===== src/hdl/lfd_pkg.sv =====
// Package for the link-format decoder: word types, codes and byte constants.
`timescale 1ns / 1ps

package lfd_pkg;

    // Default buffer length limit
    localparam int LFD_MAX_BYTES = 65535;

    // Token kinds on the result word
    localparam logic [1:0] KIND_TARGET = 2'd0;
    localparam logic [1:0] KIND_KEY    = 2'd1;
    localparam logic [1:0] KIND_VALUE  = 2'd2;
    localparam logic [1:0] KIND_DONE   = 2'd3;

    // Delimiter bytes
    localparam logic [7:0] CH_LT     = 8'h3C; // '<'
    localparam logic [7:0] CH_GT     = 8'h3E; // '>'
    localparam logic [7:0] CH_SEMI   = 8'h3B; // ';'
    localparam logic [7:0] CH_COMMA  = 8'h2C; // ','
    localparam logic [7:0] CH_EQ     = 8'h3D; // '='
    localparam logic [7:0] CH_QUOTE  = 8'h22; // '"'
    localparam logic [7:0] CH_BSLASH = 8'h5C; // backslash

    // Parser phases
    typedef enum logic [3:0] {
        PH_SEEK_LT,
        PH_SEEK_GT,
        PH_EXPECT_SEP,
        PH_KEY,
        PH_VAL_FIRST,
        PH_VAL_BARE,
        PH_VAL_QUOTED,
        PH_DRAIN
    } t_phase;

    // Input word
    typedef struct packed {
        logic [7:0] data_byte;
        logic       last_byte;
    } t_item;

    // Result word
    typedef struct packed {
        logic [1:0]  token_kind;
        logic [15:0] token_start;
        logic [15:0] token_length;
        logic [7:0]  attr_index;
        logic        status;
        logic [15:0] consumed;
        logic        last_result;
    } t_result;

    // Parser state carried from byte to byte
    typedef struct packed {
        t_phase      phase;
        logic [15:0] byte_offset;
        logic [15:0] token_begin;
        logic [7:0]  attr_count;
        logic        prev_bslash;
    } t_state;

endpackage


===== src/hdl/lfd_step.sv =====
// Per-byte parse step: next parser state and up to two result words.
`timescale 1ns / 1ps

module lfd_step #(
    parameter int MAX_BYTES = lfd_pkg::LFD_MAX_BYTES
) (
    input  lfd_pkg::t_state  i_state,
    input  lfd_pkg::t_item   i_item,
    input  logic [7:0]       i_max_attrs,
    output lfd_pkg::t_state  o_state,
    output lfd_pkg::t_result o_res0,
    output lfd_pkg::t_result o_res1,
    output logic [1:0]       o_nres
);
    import lfd_pkg::*;

    localparam logic [15:0] LAST_OFF = 16'(MAX_BYTES - 1);

    logic [7:0]  b;
    logic [15:0] off;
    logic [15:0] endpos;
    logic        fin;
    logic        is_delim;
    logic [7:0]  cnt_inc;
    logic        limit_hit;
    t_state      ns;
    logic        stop;
    logic        notfound;
    logic [15:0] cons;
    logic        do_close;
    logic [1:0]  close_kind;
    logic [15:0] close_start;
    logic        tok_v;
    t_result     tok;
    t_result     done;

    always_comb begin
        b         = i_item.data_byte;
        off       = i_state.byte_offset;
        endpos    = off + 16'd1;
        fin       = i_item.last_byte || (off >= LAST_OFF);
        is_delim  = (b == CH_SEMI) || (b == CH_COMMA);
        cnt_inc   = i_state.attr_count + 8'd1;
        limit_hit = (i_max_attrs != 8'd0) && (cnt_inc >= i_max_attrs);

        ns          = i_state;
        ns.byte_offset = endpos;
        stop        = 1'b0;
        notfound    = 1'b0;
        cons        = 16'd0;
        do_close    = 1'b0;
        close_kind  = KIND_KEY;
        close_start = i_state.token_begin;
        tok_v       = 1'b0;
        tok         = '0;
        done        = '0;

        // main phase decode
        case (i_state.phase)
            PH_SEEK_LT: begin
                if (b == CH_LT) begin
                    ns.token_begin = endpos;
                    ns.phase       = PH_SEEK_GT;
                end
            end
            PH_SEEK_GT: begin
                if (b == CH_GT) begin
                    tok_v            = 1'b1;
                    tok.token_kind   = KIND_TARGET;
                    tok.token_start  = i_state.token_begin;
                    tok.token_length = off - i_state.token_begin;
                    ns.phase         = PH_EXPECT_SEP;
                end
            end
            PH_EXPECT_SEP: begin
                if (b == CH_SEMI) begin
                    ns.token_begin = endpos;
                    ns.phase       = PH_KEY;
                end else begin
                    stop = 1'b1;
                    cons = off;
                end
            end
            PH_KEY: begin
                if (is_delim) begin
                    do_close = 1'b1;
                end else if (b == CH_EQ) begin
                    tok_v            = 1'b1;
                    tok.token_kind   = KIND_KEY;
                    tok.token_start  = i_state.token_begin;
                    tok.token_length = off - i_state.token_begin;
                    tok.attr_index   = i_state.attr_count;
                    ns.phase         = PH_VAL_FIRST;
                end
            end
            PH_VAL_FIRST: begin
                if (b == CH_QUOTE) begin
                    ns.token_begin = endpos;
                    ns.prev_bslash = 1'b0;
                    ns.phase       = PH_VAL_QUOTED;
                end else if (is_delim) begin
                    // empty bare value closed at once
                    do_close    = 1'b1;
                    close_kind  = KIND_VALUE;
                    close_start = off;
                end else begin
                    ns.token_begin = off;
                    ns.phase       = PH_VAL_BARE;
                end
            end
            PH_VAL_BARE: begin
                if (is_delim) begin
                    do_close   = 1'b1;
                    close_kind = KIND_VALUE;
                end
            end
            PH_VAL_QUOTED: begin
                if ((b == CH_QUOTE) && !i_state.prev_bslash) begin
                    tok_v            = 1'b1;
                    tok.token_kind   = KIND_VALUE;
                    tok.token_start  = i_state.token_begin;
                    tok.token_length = off - i_state.token_begin;
                    tok.attr_index   = i_state.attr_count;
                    ns.attr_count    = cnt_inc;
                    if (limit_hit) begin
                        stop = 1'b1;
                        cons = endpos;
                    end else begin
                        ns.phase = PH_EXPECT_SEP;
                    end
                end else begin
                    ns.prev_bslash = (b == CH_BSLASH);
                end
            end
            default: ;
        endcase

        // key or bare value ended by ';' or ','
        if (do_close) begin
            tok_v            = 1'b1;
            tok.token_kind   = close_kind;
            tok.token_start  = close_start;
            tok.token_length = off - close_start;
            tok.attr_index   = i_state.attr_count;
            ns.attr_count    = cnt_inc;
            if (!limit_hit && (b == CH_SEMI)) begin
                ns.token_begin = endpos;
                ns.phase       = PH_KEY;
            end else begin
                stop = 1'b1;
                cons = off;
            end
        end

        // end of buffer: repair a cut-off token
        if ((i_state.phase != PH_DRAIN) && !stop && fin) begin
            stop = 1'b1;
            cons = endpos;
            case (ns.phase)
                PH_SEEK_LT, PH_SEEK_GT: begin
                    notfound = 1'b1;
                    cons     = 16'd0;
                end
                PH_KEY: begin
                    if (ns.token_begin != endpos) begin
                        tok_v            = 1'b1;
                        tok.token_kind   = KIND_KEY;
                        tok.token_start  = ns.token_begin;
                        tok.token_length = endpos - ns.token_begin;
                        tok.attr_index   = ns.attr_count;
                    end
                    ns.attr_count = ns.attr_count + 8'd1;
                end
                PH_VAL_FIRST: begin
                    ns.attr_count = ns.attr_count + 8'd1;
                end
                PH_VAL_BARE, PH_VAL_QUOTED: begin
                    tok_v            = 1'b1;
                    tok.token_kind   = KIND_VALUE;
                    tok.token_start  = ns.token_begin;
                    tok.token_length = endpos - ns.token_begin;
                    tok.attr_index   = ns.attr_count;
                    ns.attr_count    = ns.attr_count + 8'd1;
                end
                default: ;
            endcase
        end

        // done word
        done.token_kind  = KIND_DONE;
        done.status      = notfound;
        done.attr_index  = notfound ? 8'd0 : ns.attr_count;
        done.consumed    = cons;
        done.last_result = 1'b1;
        tok.last_result  = !stop;

        // state after the byte
        if (i_state.phase == PH_DRAIN) begin
            tok_v = 1'b0;
            stop  = 1'b0;
            if (fin) begin
                ns = '{PH_SEEK_LT, 16'd0, 16'd0, 8'd0, 1'b0};
            end else begin
                ns = i_state;
                ns.byte_offset = endpos;
            end
        end else if (stop) begin
            if (fin) begin
                ns = '{PH_SEEK_LT, 16'd0, 16'd0, 8'd0, 1'b0};
            end else begin
                ns.phase       = PH_DRAIN;
                ns.byte_offset = endpos;
            end
        end

        o_state = ns;
        o_res0  = tok_v ? tok : done;
        o_res1  = done;
        o_nres  = {1'b0, tok_v} + {1'b0, stop};
    end

endmodule


===== src/hdl/lfd_out_buf.sv =====
// Two-entry result buffer: takes up to two words a cycle, hands out one while i_ready is high.
`timescale 1ns / 1ps

module lfd_out_buf (
    input  logic             i_clk,
    input  logic             i_rst_n,
    input  lfd_pkg::t_result i_push0,
    input  lfd_pkg::t_result i_push1,
    input  logic [1:0]       i_push_n,
    output logic [1:0]       o_space,
    output logic             o_valid,
    input  logic             i_ready,
    output lfd_pkg::t_result o_word
);
    import lfd_pkg::*;

    logic [1:0] r_cnt;
    logic [1:0] n_cnt;
    t_result    r_slot0;
    t_result    r_slot1;
    t_result    n_slot0;
    t_result    n_slot1;
    logic       pop;
    logic [1:0] cnt_ap;
    t_result    base0;

    // occupancy after this cycle's read
    always_comb begin
        pop     = (r_cnt != 2'd0) && i_ready;
        cnt_ap  = r_cnt - {1'b0, pop};
        o_space = 2'd2 - cnt_ap;
        o_valid = (r_cnt != 2'd0);
        o_word  = r_slot0;
    end

    // shift on read, append pushed words
    always_comb begin
        base0   = pop ? r_slot1 : r_slot0;
        n_slot0 = base0;
        n_slot1 = r_slot1;
        if (cnt_ap == 2'd0) begin
            n_slot0 = i_push0;
            n_slot1 = i_push1;
        end else if (cnt_ap == 2'd1) begin
            n_slot1 = i_push0;
        end
        n_cnt = cnt_ap + i_push_n;
    end

    always_ff @(posedge i_clk) begin
        if (!i_rst_n) begin
            r_cnt <= 2'd0;
        end else begin
            r_cnt <= n_cnt;
        end
    end

    always_ff @(posedge i_clk) begin
        r_slot0 <= n_slot0;
        r_slot1 <= n_slot1;
    end

endmodule


===== src/hdl/link_format_decoder_top.sv =====
// Top level of the CoRE link-format decoder.
//
//  channel | dir | handshake                   | word
//  --------+-----+-----------------------------+-------------------------
//  in      | in  | i_in_valid / o_in_ready     | i_in_word (t_item)
//  out     | out | o_out_valid / i_out_ready   | o_out_word (t_result)
//  cfg     | in  | i_cfg_valid / o_cfg_ready   | i_cfg_max_attrs
//
// One byte a cycle while the result buffer has room; a byte that yields two
// results hands them out one at a time. The input register loads at the
// accept edge; the parse step then writes the two-entry result buffer once
// the buffer has room, and the first result is offered from its head slot.
// The step fires only when the buffer has room for all of a byte's results,
// so output stalls back up to o_in_ready. Reset is synchronous and clears the
// parser state, the limit register and both valid flags.
`timescale 1ns / 1ps

module link_format_decoder_top #(
    parameter int MAX_BYTES = lfd_pkg::LFD_MAX_BYTES
) (
    input  logic             i_clk,
    input  logic             i_rst_n,
    input  logic             i_in_valid,
    output logic             o_in_ready,
    input  lfd_pkg::t_item   i_in_word,
    output logic             o_out_valid,
    input  logic             i_out_ready,
    output lfd_pkg::t_result o_out_word,
    input  logic             i_cfg_valid,
    output logic             o_cfg_ready,
    input  logic [7:0]       i_cfg_max_attrs
);
    import lfd_pkg::*;

    logic       r_in_valid;
    t_item      r_in_word;
    t_state     r_state;
    t_state     n_state;
    logic [7:0] r_max_attrs;
    t_result    res0;
    t_result    res1;
    logic [1:0] nres;
    logic [1:0] space;
    logic       fire;
    logic       in_acc;

    // handshake
    assign fire        = r_in_valid && (nres <= space);
    assign o_in_ready  = !r_in_valid || fire;
    assign in_acc      = i_in_valid && o_in_ready;
    assign o_cfg_ready = 1'b1;

    // input register
    always_ff @(posedge i_clk) begin
        if (!i_rst_n) begin
            r_in_valid <= 1'b0;
        end else if (in_acc) begin
            r_in_valid <= 1'b1;
        end else if (fire) begin
            r_in_valid <= 1'b0;
        end
    end

    always_ff @(posedge i_clk) begin
        if (in_acc) begin
            r_in_word <= i_in_word;
        end
    end

    // parser state and limit register
    always_ff @(posedge i_clk) begin
        if (!i_rst_n) begin
            r_state     <= '{PH_SEEK_LT, 16'd0, 16'd0, 8'd0, 1'b0};
            r_max_attrs <= 8'd0;
        end else begin
            if (fire) begin
                r_state <= n_state;
            end
            if (i_cfg_valid) begin
                r_max_attrs <= i_cfg_max_attrs;
            end
        end
    end

    lfd_step #(
        .MAX_BYTES (MAX_BYTES)
    ) u_step (
        .i_state     (r_state),
        .i_item      (r_in_word),
        .i_max_attrs (r_max_attrs),
        .o_state     (n_state),
        .o_res0      (res0),
        .o_res1      (res1),
        .o_nres      (nres)
    );

    lfd_out_buf u_out_buf (
        .i_clk    (i_clk),
        .i_rst_n  (i_rst_n),
        .i_push0  (res0),
        .i_push1  (res1),
        .i_push_n (fire ? nres : 2'd0),
        .o_space  (space),
        .o_valid  (o_out_valid),
        .i_ready  (i_out_ready),
        .o_word   (o_out_word)
    );

endmodule


===== config.mk =====
export PLATFORM = sky130hd
export DESIGN_NAME = link_format_decoder_top
export DESIGN_NICKNAME = d
export VERILOG_FILES = /design/src/hdl/lfd_pkg.sv /design/src/hdl/lfd_step.sv /design/src/hdl/lfd_out_buf.sv /design/src/hdl/link_format_decoder_top.sv
export SDC_FILE = /design/constraint.sdc
export NUM_CORES = 1
export LEC_CHECK = 0
export ABC_AREA = 1
export BUFFER_PORTS_ARGS = -buffer_cell sky130_fd_sc_hd__buf_2
export CAP_MARGIN = 30
export CORE_AREA = 4 4 164 166
export CTS_CLUSTER_SIZE = 20
export DETAILED_ROUTE_END_ITERATION = 6
export DIE_AREA = 0 0 168 170
export PLACE_DENSITY = 0.64
export SLEW_MARGIN = 20
export SYNTH_ARGS = -nofsm -noshare
export SYNTH_HDL_FRONTEND = slang
export SYNTH_SLANG_ARGS = --single-unit

===== constraint.sdc =====
create_clock -name i_clk -period 9 [get_ports i_clk]
set_input_delay 0.9 -clock i_clk [delete_from_list [all_inputs] [get_ports i_clk]]
set_output_delay 0.9 -clock i_clk [all_outputs]
set_load 0.01 [all_outputs]

# == Yosys cells after proc, flatten, opt, wreduce, memory -nomap -nowiden ==
# Index checks and enable logic that the tools add are counted.
# classes
reduce_logical,29
add_sub_neg,10
n_lt_le_gt_ge,3
n_eq_ne,23
n_mux,87
# op_table
cell,count
2-to-1 mux 16 bit,15
2-to-1 mux 60 bit,3
2-to-1 mux 42 bit,4
2-to-1 mux 45 bit,3
case mux 34 bit (3 select lines),1
case mux 42 bit (2 select lines),1
2-to-1 mux 41 bit,2
2-to-1 mux 26 bit,2
== test 8 x 6 -> 1 bit (second input constant),6
case mux 16 bit (3 select lines),1
subtractor 16 bit,3
2-to-1 mux 4 bit,11
2-to-1 mux 8 bit,5
2-to-1 mux 32 bit,1
case mux 16 bit (2 select lines),1
== test 4 x 3 -> 1 bit (second input constant),7
2-to-1 mux 25 bit,1
2-to-1 mux 24 bit,1
case mux 4 bit (6 select lines),1
2-to-1 mux 1 bit,23
2-to-1 mux 19 bit,1
adder 16 x 1 -> 16 bit (second input constant),1
adder 8 x 1 -> 8 bit (second input constant),2
>= comparator 16 bit (second input constant),1
28 further kinds,55
# word_totals
inputBits,22
output_inout_bits,63
regBits,185

# == Logic depth before layout (Yosys ltp) ==
# Gate-level depths: netlist (run 1).
# logic_depth
ltp_word,19
mapped_depth,40

# == Modules after synthesis ==
# Synthesis (run 1) repeated with hierarchy kept, for this count alone.
# hier_totals
hier_cells,2100
area_unflattened_um2,14462.6
# by_module_without_submodules
mod,cells_each,area_each_um2,seq_area_each_um2,instances
lfd_step,1200,6401.1,0.0,1
lfd_out_buf,541,5358.9,3643.5,1
link_format_decoder_top,359,2702.6,1351.3,1

# == Worst setup path before layout (run 1) ==
# Ideal clock, no wire load.
# synth_timing
path_kind,register to register
from,reg r_state[1] (netlist bit)
to,reg u_out_buf.r_cnt[1]
arrival_ns,5.909
path_slack_ns,2.963
required_ns,8.872
path_buffers,4
path_stages_with_launch,39
cell_sequence,dfxtp_1 > inv_1 > nor3_1 > nand4_1 > nor2_1 > xor2_1 > ha_1 > a21oi_1 > o21a_1 > nand3_1 > nand2_1 > nand3_4 > nand2_1 > inv_1 > clkbuf_1 > o21ai_0 > inv_1 > ha_1 > [3 not listed] > nor3b_1 > nand3_1 > nand2_2 > nand3_2 > buf_2 > ha_1 > inv_1 > ha_1 > nand2_1 > o21ai_0 > nand2_1 > clkbuf_1 > clkbuf_1 > nor2_1 > ha_1 > xnor2_1 > xor2_1 > nor2_1
# synth_between
elab_chain_cells,18
word_cells_on_any_way,36
classes_between,add/sub (3); order compare (2); eq/ne (4); mux (19); reduce/logical (8)
# synth_rtl
element,line,text
"start, declared",link_format_decoder_top.sv:37,t_state r_state;
"start signal, assigned",link_format_decoder_top.sv:73,"r_state <= '{PH_SEEK_LT, 16'd0, 16'd0, 8'd0, 1'b0};"
"start signal, assigned",link_format_decoder_top.sv:77,r_state <= n_state;
adder 8 x 1 -> 8 bit (*),lfd_step.sv:43,cnt_inc = i_state.attr_count + 8'd1;
>= comparator 8 bit (*),lfd_step.sv:44,limit_hit = (i_max_attrs != 8'd0) && (cnt_inc >= i_max_attrs);
logical AND 1 bit (*),lfd_step.sv:44,
2-to-1 mux 4 bit / 2-to-1 mux 1 bit (equally long branches),lfd_step.sv:125,if (limit_hit) begin
2-to-1 mux 4 bit / 2-to-1 mux 1 bit (equally long branches),lfd_step.sv:118,if ((b == CH_QUOTE) && !i_state.prev_bslash) begin
case mux 4 bit (6 select lines) / case mux 1 bit (2 select lines) (equally long branches),lfd_step.sv:59,case (i_state.phase)
2-to-1 mux 4 bit / 2-to-1 mux 1 bit (equally long branches),lfd_step.sv:146,if (!limit_hit && (b == CH_SEMI)) begin
2-to-1 mux 4 bit / 2-to-1 mux 1 bit (equally long branches),lfd_step.sv:139,if (do_close) begin
[2 not listed],-,
case mux 1 bit (2 select lines) / logical AND 1 bit (equally long branches),"lfd_step.sv:159, lfd_step.sv:156",
2-to-1 mux 1 bit,lfd_step.sv:156,if ((i_state.phase != PH_DRAIN) && !stop && fin) begin
2-to-1 mux 1 bit,lfd_step.sv:198,if (i_state.phase == PH_DRAIN) begin
adder 1 x 1 -> 2 bit (*),lfd_step.sv:219,"o_nres = {1'b0, tok_v} + {1'b0, stop};"
less-or-equal comparator 2 bit,link_format_decoder_top.sv:48,assign fire = r_in_valid && (nres <= space);
logical AND 1 bit,link_format_decoder_top.sv:48,
2-to-1 mux 2 bit (*),link_format_decoder_top.sv:102,".i_push_n (fire ? nres : 2'd0),"
adder 2 bit (*),lfd_out_buf.sv:47,n_cnt = cnt_ap + i_push_n;
"end signal, assigned",lfd_out_buf.sv:54,r_cnt <= n_cnt;
"end, declared",lfd_out_buf.sv:17,logic [1:0] r_cnt;
# Every way passes the cells marked *; elsewhere a longest branch is shown, timed or not.
# A chain may end at the register's enable or synchronous reset.

# == Final worst setup path (run 1) ==
# layout_timing
from,reg r_state[1] (netlist bit)
to,reg r_state[41] (netlist bit)
# layout_between
elab_chain_cells,17
word_cells_on_any_way,37
classes_between,add/sub (2); order compare (2); eq/ne (4); mux (20); reduce/logical (9)
# layout_rtl
element,line
adder 8 x 1 -> 8 bit (*),lfd_step.sv:43
>= comparator 8 bit (*),lfd_step.sv:44
logical AND 1 bit (*),lfd_step.sv:44
2-to-1 mux 4 bit / 2-to-1 mux 1 bit (equally long branches),lfd_step.sv:125
2-to-1 mux 4 bit / 2-to-1 mux 1 bit (equally long branches),lfd_step.sv:118
case mux 4 bit (6 select lines) / case mux 1 bit (2 select lines) (equally long branches),lfd_step.sv:59
2-to-1 mux 4 bit / 2-to-1 mux 1 bit (equally long branches),lfd_step.sv:146
2-to-1 mux 4 bit / 2-to-1 mux 1 bit (equally long branches),lfd_step.sv:139
== test 4 x 3 -> 1 bit / logical NOT 1 bit (equally long branches),"lfd_step.sv:159, lfd_step.sv:156"
OR reduction 2 bit / logical AND 1 bit (equally long branches),"lfd_step.sv:159, lfd_step.sv:156"
case mux 1 bit (2 select lines) / logical AND 1 bit (equally long branches),"lfd_step.sv:159, lfd_step.sv:156"
2-to-1 mux 1 bit,lfd_step.sv:156
2-to-1 mux 1 bit,lfd_step.sv:198
adder 1 x 1 -> 2 bit,lfd_step.sv:219
less-or-equal comparator 2 bit,link_format_decoder_top.sv:48
logical AND 1 bit,link_format_decoder_top.sv:48
AND reduction 2 bit (no source line),-
# Marks and branches as above.

==> results of run 1 <==
-- where the power goes --
| part | switching (mW) | internal, mW |
|---|---|---|
| sequential | 0.0523 | 1.23 |
| combinational | 1.09 | 0.311 |
| clock | 0.397 | 0.378 |
| total | 1.54 | 1.92 |
-- stage by stage --
step	cell area [um2]	util	hold WS (ns)
after floorplan	12600	-	0.426
after global placement	13200	0.515	0.437
after detailed placement	13200	0.515	0.439
after CTS	13800	0.539	0.455
after global routing	13800	0.539	0.471
final	13800	0.539	0.452
-- worst max path at each step --
stage / end / slack, ns / start / cells after the start
CTS: r_state[41] / 1.14 / r_state[1] / 32
finish: r_state[41] / 0.94 / r_state[1] / 32
global route: r_state[41] / 0.15 / r_state[1] / 32
global placement: r_state[42] / 1.52 / r_state[1] / 32
floorplan: u_out_buf.r_cnt[1] / 2.96 / r_state[1] / 38
detailed placement: r_state[0] / 1.25 / r_state[1] / 32
-- sequential cells by signal, indices dropped and copies added, names as in the netlist --
signal and cells:
u_out_buf.r_cnt 2, r_max_attrs 8, r_in_valid 1, r_state 45, u_out_buf.o_word 60, r_in_word 9, u_out_buf.r_slot1 60
-- synth_stat cells, types with 5 or more instances --
cell	count	area, um2
a31oi_1	6	37.5
buf_6	5	56.3
inv_2	13	48.8
dfxtp_1	91	1820
buf_2	9	45.0
o21ai_0	88	440
inv_1	209	785
o31ai_1	17	128
xor2_1	28	245
a22oi_1	10	75.1
a21oi_1	121	606
o221ai_1	11	96.3
nand3_1	82	410
nor4_1	5	31.3
nand4_1	23	144
or2_2	10	62.6
o22ai_1	43	269
nand2_2	5	31.3
o21ai_1	47	235
edfxtp_1	94	2820
nand3_2	5	50.1
xnor2_1	18	158
nor3_1	9	45.0
o211ai_1	10	75.1
ha_1	65	813
nor2_1	102	383
clkbuf_1	52	195
nand2_1	556	2090
-- worst max-delay path: cells and delay by family, from the launching register on --
kind,cells,cell delay (ns)
AND/OR/NAND/NOR,16,3.62
adder cells (fa/ha/maj),4,1.40
buffers and inverters,5,1.16
AO/OA/AOI/OAI,6,1.13
flip-flops,1,0.42
XOR/XNOR,1,0.23
-- cells by family (layout without fill, tap and decap cells) --
family | Yosys count | count (layout) | share of synthesized area
buf+inv | 297 | 348 | 0.0936
compound gates | 370 | 370 | 0.167
other cells | 1 | 1 | 0.000297
flops | 185 | 185 | 0.368
fa+ha+maj | 68 | 68 | 0.0692
simple gates | 814 | 814 | 0.270
xor+xnor | 46 | 46 | 0.0319
-- cell type report --
class                   count  area share
inverters                 223      0.0608
multi-input cells        1299       0.492
repair buffers             93      0.0355
well taps                 335      0.0304
clock buffers              18      0.0311
flip-flops and latches    185       0.337
clock inverters            14      0.0132
-- metal layers --
metal,vias up,GRT usage
met1,5500,0.418
met5,-,0
met3,51,0.0583
met2,556,0.384
met4,0,0.0759
li1,5996,-
==> results.sh, run 1 <==
export IMPL_status="finished clean"
export IMPL_drt_iter0_markers=1270
export IMPL_power_density_nw_per_um2=250
export IMPL_worstSetupPathType="flip-flop to flip-flop"
export IMPL_crit_top_cell="nand2_1"
export IMPL_clock_sinks=185
export IMPL_rows=59
export IMPL_die_h_um=170
export IMPL_maxCapViolations=0
export IMPL_grt_setup_unrepaired="no"
export IMPL_die_area_um2=28600
export IMPL_port_buffers=83
export IMPL_drive_above_1_share=0.0944
export IMPL_vdd_ir_drop_max_mv=0.352
export IMPL_worstRegToRegCells=32
export IMPL_drc=0
export IMPL_grt_pass1_vias=10700
export IMPL_tns_ns=0
export IMPL_synthDistinctLibCells=51
export IMPL_fin_ws_ns=0.944
export IMPL_worstSetupStartpointType="flip-flop"
export IMPL_worst_pin_slew_ns=0.951
export IMPL_timing_rr_start="r_state[1]"
export IMPL_grt_overflow=0
export IMPL_worstPathRequired_ns=9.34
export IMPL_final_hold_viol_count=0
export IMPL_ctsHoldBuffers=0
export IMPL_p_total_mw=3.45
export IMPL_yosys_most_used_dff="edfxtp_1"
export IMPL_yosys_warnings=0
export IMPL_final_cell_mix="nand2_1, inv_1, a21oi_1"
export IMPL_die_width_um=168
export IMPL_finalSetupViolations=0
export IMPL_max_stage_delay_ns=0.68
export IMPL_first_pass_iters=5
export IMPL_fin_cells=2167
export IMPL_grt_max_degree=100
export IMPL_gp_congestion=0.978
export IMPL_synth_edf_count=94
export IMPL_clockBufferDepth=2
export IMPL_antenna_found_initial=0
export IMPL_fin_crit_sh=0.895
export IMPL_worstHoldPathCells=2
export IMPL_crit_fanout=24
export IMPL_dpl_cell_count=2135
export IMPL_synth_cells=1781
export IMPL_async_flop_share=0
export IMPL_cts_tree="yes"
export IMPL_cts_made_buffers=17
export IMPL_drv_slew=0
export IMPL_hold_start="u_out_buf.r_slot1[40]"
export IMPL_vias=12100
export IMPL_seq_area_frac_synth=0.368
export IMPL_pre_cts_slack_ns=1.25
export IMPL_ant_nets=0
export IMPL_wl_um=39300
export IMPL_dp_hpwl_um=30000
export IMPL_fmax_ghz=0.124
export IMPL_nFillCells=2491
export IMPL_ctsResizeCount=0
export IMPL_layout_commonest_cell="nand2_1"
export IMPL_skew_ns=0.0177
export IMPL_syn_to_final_growth_pct=9.39
export IMPL_multi_input_area_um2=6790
export IMPL_via_per_inst=5.59
export IMPL_endpoint_kind="flip-flop"
export IMPL_synth_area_per_cell_um2=7.08
export IMPL_routed_top_layer="met4"
export IMPL_cp_slowest_cell="inv_1"
export IMPL_ff2ff_setup_slack_ns=0.94
export IMPL_ys_ff_latch=185
export IMPL_min_to="u_out_buf.r_slot1[40]"
export IMPL_finalNetCount=1909
export IMPL_grt_pass1_wl_um=61600
export IMPL_wl_met2_um=15800
export IMPL_crit_arrival_ns=8.40
export IMPL_m1WireLength_um=18700
export IMPL_hold_path_class="flip-flop to flip-flop"
export IMPL_ios=85
export IMPL_register_area_um2=4640
export IMPL_root_buffer="clkbuf_16"
export IMPL_wl_met3_um=3890
export IMPL_slew_headroom=0.364
export IMPL_netlist_area_um2=12600
export IMPL_n_antenna_cell=0
export IMPL_reg2reg_to="r_state[41]"
export IMPL_core_area_um2=25600
export IMPL_start_util=0.492
export IMPL_cts_setup_buffers=0
export IMPL_clock_latency_ns=0.44
export IMPL_p_leak_nw=6.25
export IMPL_post_route_min_period_ns=8.06
export IMPL_clkTransAtPathRegs_ns=0.08
export IMPL_htree_levels=4
export IMPL_syn_nets=1871
export IMPL_routedWlPerCell_um=18.1
export IMPL_grt_usage=0.272
Power figures use the tool's default switching activity.
==> run 2: changes to the inputs <==
clock period = 8.2 ns   (was 9 ns; I/O delays follow)
==> results.sh, run 2 (same netlist as run 1, synthesis figures left out) <==
export IMPL_grt_pass1_vias=10800
export IMPL_worstSetupStartpointType="flip-flop"
export IMPL_post_route_min_period_ns=7.07
export IMPL_power_switching_mw=1.69
export IMPL_p_leak_nw=6.28
export IMPL_worstRegToRegCells=33
export IMPL_grt_overflow=0
export IMPL_grt_max_degree=100
export IMPL_drc=0
export IMPL_vdd_ir_drop_max_mv=0.289
export IMPL_fmax_ghz=0.142
export IMPL_clock_sinks=185
export IMPL_htree_levels=4
export IMPL_ios=85
export IMPL_tns_ns=0
export IMPL_slew_headroom=0.374
export IMPL_swShare=0.444
export IMPL_port_buffers=83
export IMPL_n_antenna_cell=0
export IMPL_ctsHoldBuffers=0
export IMPL_via_per_inst=5.57
export IMPL_die_width_um=168
export IMPL_pre_cts_slack_ns=1.58
export IMPL_clock_latency_ns=0.45
export IMPL_hold_path_class="flip-flop to flip-flop"
export IMPL_maxCapViolations=0
export IMPL_routedWlPerCell_um=18.0
export IMPL_nFillCells=2554
export IMPL_core_area_um2=25600
export IMPL_wl_um=39000
export IMPL_skew_ns=0.0177
export IMPL_final_cell_mix="nand2_1, inv_1, a21oi_1"
export IMPL_drt_iter0_markers=1397
export IMPL_crit_arrival_ns=6.25
export IMPL_drv_slew=0
export IMPL_worstHoldPathCells=2
export IMPL_fin_ws_ns=1.13
export IMPL_place_area_um2=13200
export IMPL_ctsResizeCount=0
export IMPL_power_frac_clock=0.229
export IMPL_postLayoutCellArea_um2=13800
export IMPL_layout_commonest_cell="nand2_1"
export IMPL_first_pass_iters=6
export IMPL_cts_setup_buffers=0
export IMPL_dpl_cell_count=2139
export IMPL_dp_hpwl_um=29900
export IMPL_root_buffer="clkbuf_16"
export IMPL_syn_to_final_growth_pct=9.68
export IMPL_antenna_found_initial=0
export IMPL_worstSetupPathType="flip-flop to primary output"
export IMPL_drive_above_1_share=0.0969
export IMPL_rows=59
export IMPL_worstPathRequired_ns=7.38
export IMPL_die_h_um=170
export IMPL_vias=12100
export IMPL_clkTransAtPathRegs_ns=0.08
export IMPL_power_density_nw_per_um2=275
export IMPL_finalSetupViolations=0
export IMPL_crit_fanout=15
export IMPL_die_area_um2=28600
export IMPL_ant_nets=0
export IMPL_grt_pass1_wl_um=61200
export IMPL_cts_made_buffers=17
export IMPL_power_frac_seq=0.369
export IMPL_fin_cells=2171
export IMPL_final_hold_viol_count=0
export IMPL_cts_tree="yes"
export IMPL_grt_usage=0.269
export IMPL_p_int_mw=2.11
export IMPL_hold_ws_ns=0.457
export IMPL_gp_congestion=0.970
export IMPL_grt_setup_unrepaired="no"
export IMPL_status="finished clean"
export IMPL_start_util=0.492
export IMPL_combPwrFrac=0.403
export IMPL_clockBufferDepth=2
export IMPL_fin_crit_sh=0.862
export IMPL_endpoint_kind="primary output"
export IMPL_finalNetCount=1913
export IMPL_worst_pin_slew_ns=0.940
-- run 2: worst max-delay path: stages, from the launching register on --
cell and delay, ns:
dfxtp_1 0.42, inv_1 0.12, nor3_1 0.37, nand4_1 0.17, nor2_1 0.14, xor2_1 0.20
ha_1 0.28, a21oi_1 0.15, o21a_1 0.13, nand3_1 0.07, nand2_1 0.16, nand3_4 0.20
nand2_1 0.20, inv_1 0.21, o22ai_1 0.33, inv_1 0.08, ha_1 0.38, nand2_1 0.10
nor4_1 0.40, nand3_1 0.20, nand2_2 0.25, nand3_2 0.12, ha_1 0.22, ha_1 0.29
inv_1 0.06, nor2_1 0.04, o211ai_1 0.29, buf_2 0.20
-- run 2: routing by layer --
| layer | vias to the layer above | part of all wire | GRT usage |
|---|---|---|---|
| met5 | - | 0 | 0 |
| met4 | 0 | 0.021 | 0.0653 |
| met1 | 5493 | 0.48 | 0.422 |
| met2 | 555 | 0.41 | 0.383 |
| li1 | 5992 | - | - |
| met3 | 53 | 0.096 | 0.0474 |
-- run 2: power by group through the flow --
| stage | registers [mW] | clock network [mW] | logic [mW] |
|---|---|---|---|
| 2_1_floorplan | 1.51 | 0 | 1.02 |
| 3_3_place_gp | 1.42 | 0 | 1.54 |
| 3_5_place_dp | 1.43 | 0 | 1.54 |
| 4_1_cts | 1.41 | 0.880 | 1.55 |
| 5_1_grt | 1.43 | 0.917 | 1.70 |
| 6_report | 1.40 | 0.870 | 1.53 |
-- run 2: area by class of cell --
cell class	instances	area, um2	share of cell area
Inverter	223	840	0.0607
Tap cell	335	419	0.0303
Clock buffer	17	425	0.0307
Multi-Input combinational cell	1299	6790	0.491
Timing Repair Buffer	97	520	0.0376
Clock inverter	15	193	0.0139
Sequential cell	185	4640	0.336
-- run 2: worst paths after layout --
check / from / endpoint / slack, ns
worst max-delay path: r_state[1] / o_in_ready / 1.13
worst min register to register: u_out_buf.r_slot1[38] / u_out_buf.r_slot1[38] / 0.46
worst max register to register: r_state[1] / r_state[9] / 1.39
worst min-delay path: u_out_buf.r_slot1[38] / u_out_buf.r_slot1[38] / 0.46
-- run 2: stage by stage --
step | power [mW] | utilization
after global routing | 4.04 | 0.540
final | 3.80 | 0.540
after floorplan | 2.52 | -
after global placement | 2.96 | 0.516
after CTS | 3.83 | 0.540
after detailed placement | 2.97 | 0.516
==> run 3: changes to the inputs <==
CORE_AREA = 4 4 148 150   (was 4 4 164 166)
DIE_AREA = 0 0 152 154   (was 0 0 168 170)
PLACE_DENSITY = 0.78   (was 0.64)
==> results.sh, run 3 (same netlist as run 1, synthesis figures left out) <==
export IMPL_pre_cts_slack_ns=1.11
export IMPL_wl_um=38900
export IMPL_hold_start="u_out_buf.r_slot1[43]"
export IMPL_first_pass_iters=6
export IMPL_maxCapViolations=0
export IMPL_cts_tree="yes"
export IMPL_cp_top_family="simple AND/OR/NAND/NOR gates"
export IMPL_slew_headroom=0.394
export IMPL_multi_input_area_um2=6790
export IMPL_drt_iter0_markers=1497
export IMPL_worstSetupStartpointType="flip-flop"
export IMPL_grt_max_degree=100
export IMPL_cts_made_buffers=17
export IMPL_htree_levels=4
export IMPL_register_area_um2=4640
export IMPL_core_area_um2=20700
export IMPL_n_antenna_cell=0
export IMPL_die_h_um=154
export IMPL_die_width_um=152
export IMPL_skew_ns=0.0149
export IMPL_hold_path_class="flip-flop to flip-flop"
export IMPL_root_buffer="clkbuf_16"
export IMPL_endpoint_kind="primary output"
export IMPL_gp_congestion=1.02
export IMPL_power_density_nw_per_um2=278
export IMPL_via_per_inst=5.87
export IMPL_worstPathRequired_ns=7.38
export IMPL_grt_pass1_wl_um=61300
export IMPL_vdd_ir_drop_max_mv=0.521
export IMPL_routedWlPerCell_um=18.4
export IMPL_clock_sinks=185
export IMPL_ant_nets=0
export IMPL_post_route_min_period_ns=7.38
export IMPL_ff2ff_setup_slack_ns=0.92
export IMPL_grt_pass1_vias=11200
export IMPL_timing_rr_start="r_state[1]"
export IMPL_port_buffers=83
export IMPL_die_area_um2=23400
export IMPL_antenna_found_initial=0
export IMPL_grt_overflow=0
export IMPL_worstRegToRegCells=35
export IMPL_nFillCells=1885
export IMPL_clock_latency_ns=0.45
export IMPL_dp_hpwl_um=29600
export IMPL_clkTransAtPathRegs_ns=0.07
export IMPL_fin_crit_sh=0.900
export IMPL_finalSetupViolations=0
export IMPL_fin_ws_ns=0.823
export IMPL_final_hold_viol_count=0
export IMPL_drc=0
export IMPL_cp_slowest_cell="dfxtp_1"
export IMPL_grt_usage=0.328
export IMPL_p_leak_nw=6.30
export IMPL_vias=12400
export IMPL_ios=85
export IMPL_drive_above_1_share=0.0984
export IMPL_worstHoldPathCells=2
export IMPL_syn_to_final_growth_pct=9.24
export IMPL_fmax_ghz=0.136
export IMPL_drv_slew=0
export IMPL_ctsHoldBuffers=0
export IMPL_clockBufferDepth=2
export IMPL_worst_pin_slew_ns=0.909
export IMPL_layout_commonest_cell="nand2_1"
export IMPL_rows=53
export IMPL_start_util=0.610
export IMPL_tns_ns=0
export IMPL_worstPathBufferInverterCount=6
export IMPL_min_to="u_out_buf.r_slot1[43]"
export IMPL_crit_arrival_ns=6.56
export IMPL_ctsResizeCount=0
export IMPL_worstSetupPathType="flip-flop to primary output"
export IMPL_final_cell_mix="nand2_1, inv_1, a21oi_1"
export IMPL_crit_fanout=22
export IMPL_max_stage_delay_ns=0.43
export IMPL_cts_setup_buffers=0
export IMPL_grt_setup_unrepaired="no"
export IMPL_reg2reg_to="r_state[16]"
export IMPL_finalNetCount=1916
export IMPL_status="finished clean"
-- run 3: worst reg2reg max path, delay by kind of cell, from the launching register on --
| family | cells | cell delay (ns) |
|---|---|---|
| DFF | 1 | 0.43 |
| buffers and inverters | 8 | 1.61 |
| xor gates and xnor gates | 1 | 0.24 |
| adders and majority gates | 4 | 1.19 |
| and+or+nand+nor | 17 | 2.82 |
| AOI/OAI and AO/OA | 5 | 0.95 |
-- run 3: worst max-delay path by stage --
stage / start / end / slack, ns / cells past startpoint
floorplan: r_state[1] / u_out_buf.r_cnt[1] / 2.16 / 38
global placement: r_state[1] / r_state[9] / 1.46 / 35
detailed placement: r_state[1] / r_state[16] / 1.11 / 35
CTS: r_state[1] / o_in_ready / 0.92 / 28
global route: r_state[1] / r_state[16] / 0.14 / 37
finish: r_state[1] / o_in_ready / 0.82 / 28
-- run 3: metal layers --
metal,vias to the layer above,global-route usage,part of all wire
met1,5650,0.497,0.46
li1,6002,-,-
met3,64,0.0602,0.10
met5,-,0,0
met2,703,0.478,0.42
met4,0,0.0929,0.023
-- run 3: metrics by stage --
stage               total power [mW]   util  std cells  hold WS, ns  cell area, um2
global placement                2.92  0.636       2081        0.437           13200
CTS                             3.82  0.666       2114        0.454           13800
global route                    4.05  0.666       2114        0.478           13800
detailed placement              2.99  0.637       2082        0.439           13200
floorplan                       2.52      -       1781        0.426           12600
finish                          3.83  0.666       2114        0.453           13800
-- run 3: area by class of cell --
type                    instances  share of cell area
multi-input cells            1299               0.493
clock inverters                14              0.0113
inverters                     223              0.0609
clock buffers                  18              0.0319
repair buffers                100              0.0409
well taps                     275              0.0250
flip-flops and latches        185               0.337
-- run 3: power by group --
| part | internal (mW) | leakage (nW) | total [mW] | switching, mW |
|---|---|---|---|---|
| Clock | 0.441 | 0.296 | 0.842 | 0.401 |
| Combinational | 0.385 | 4.26 | 1.58 | 1.20 |
| Sequential | 1.35 | 1.74 | 1.40 | 0.0563 |
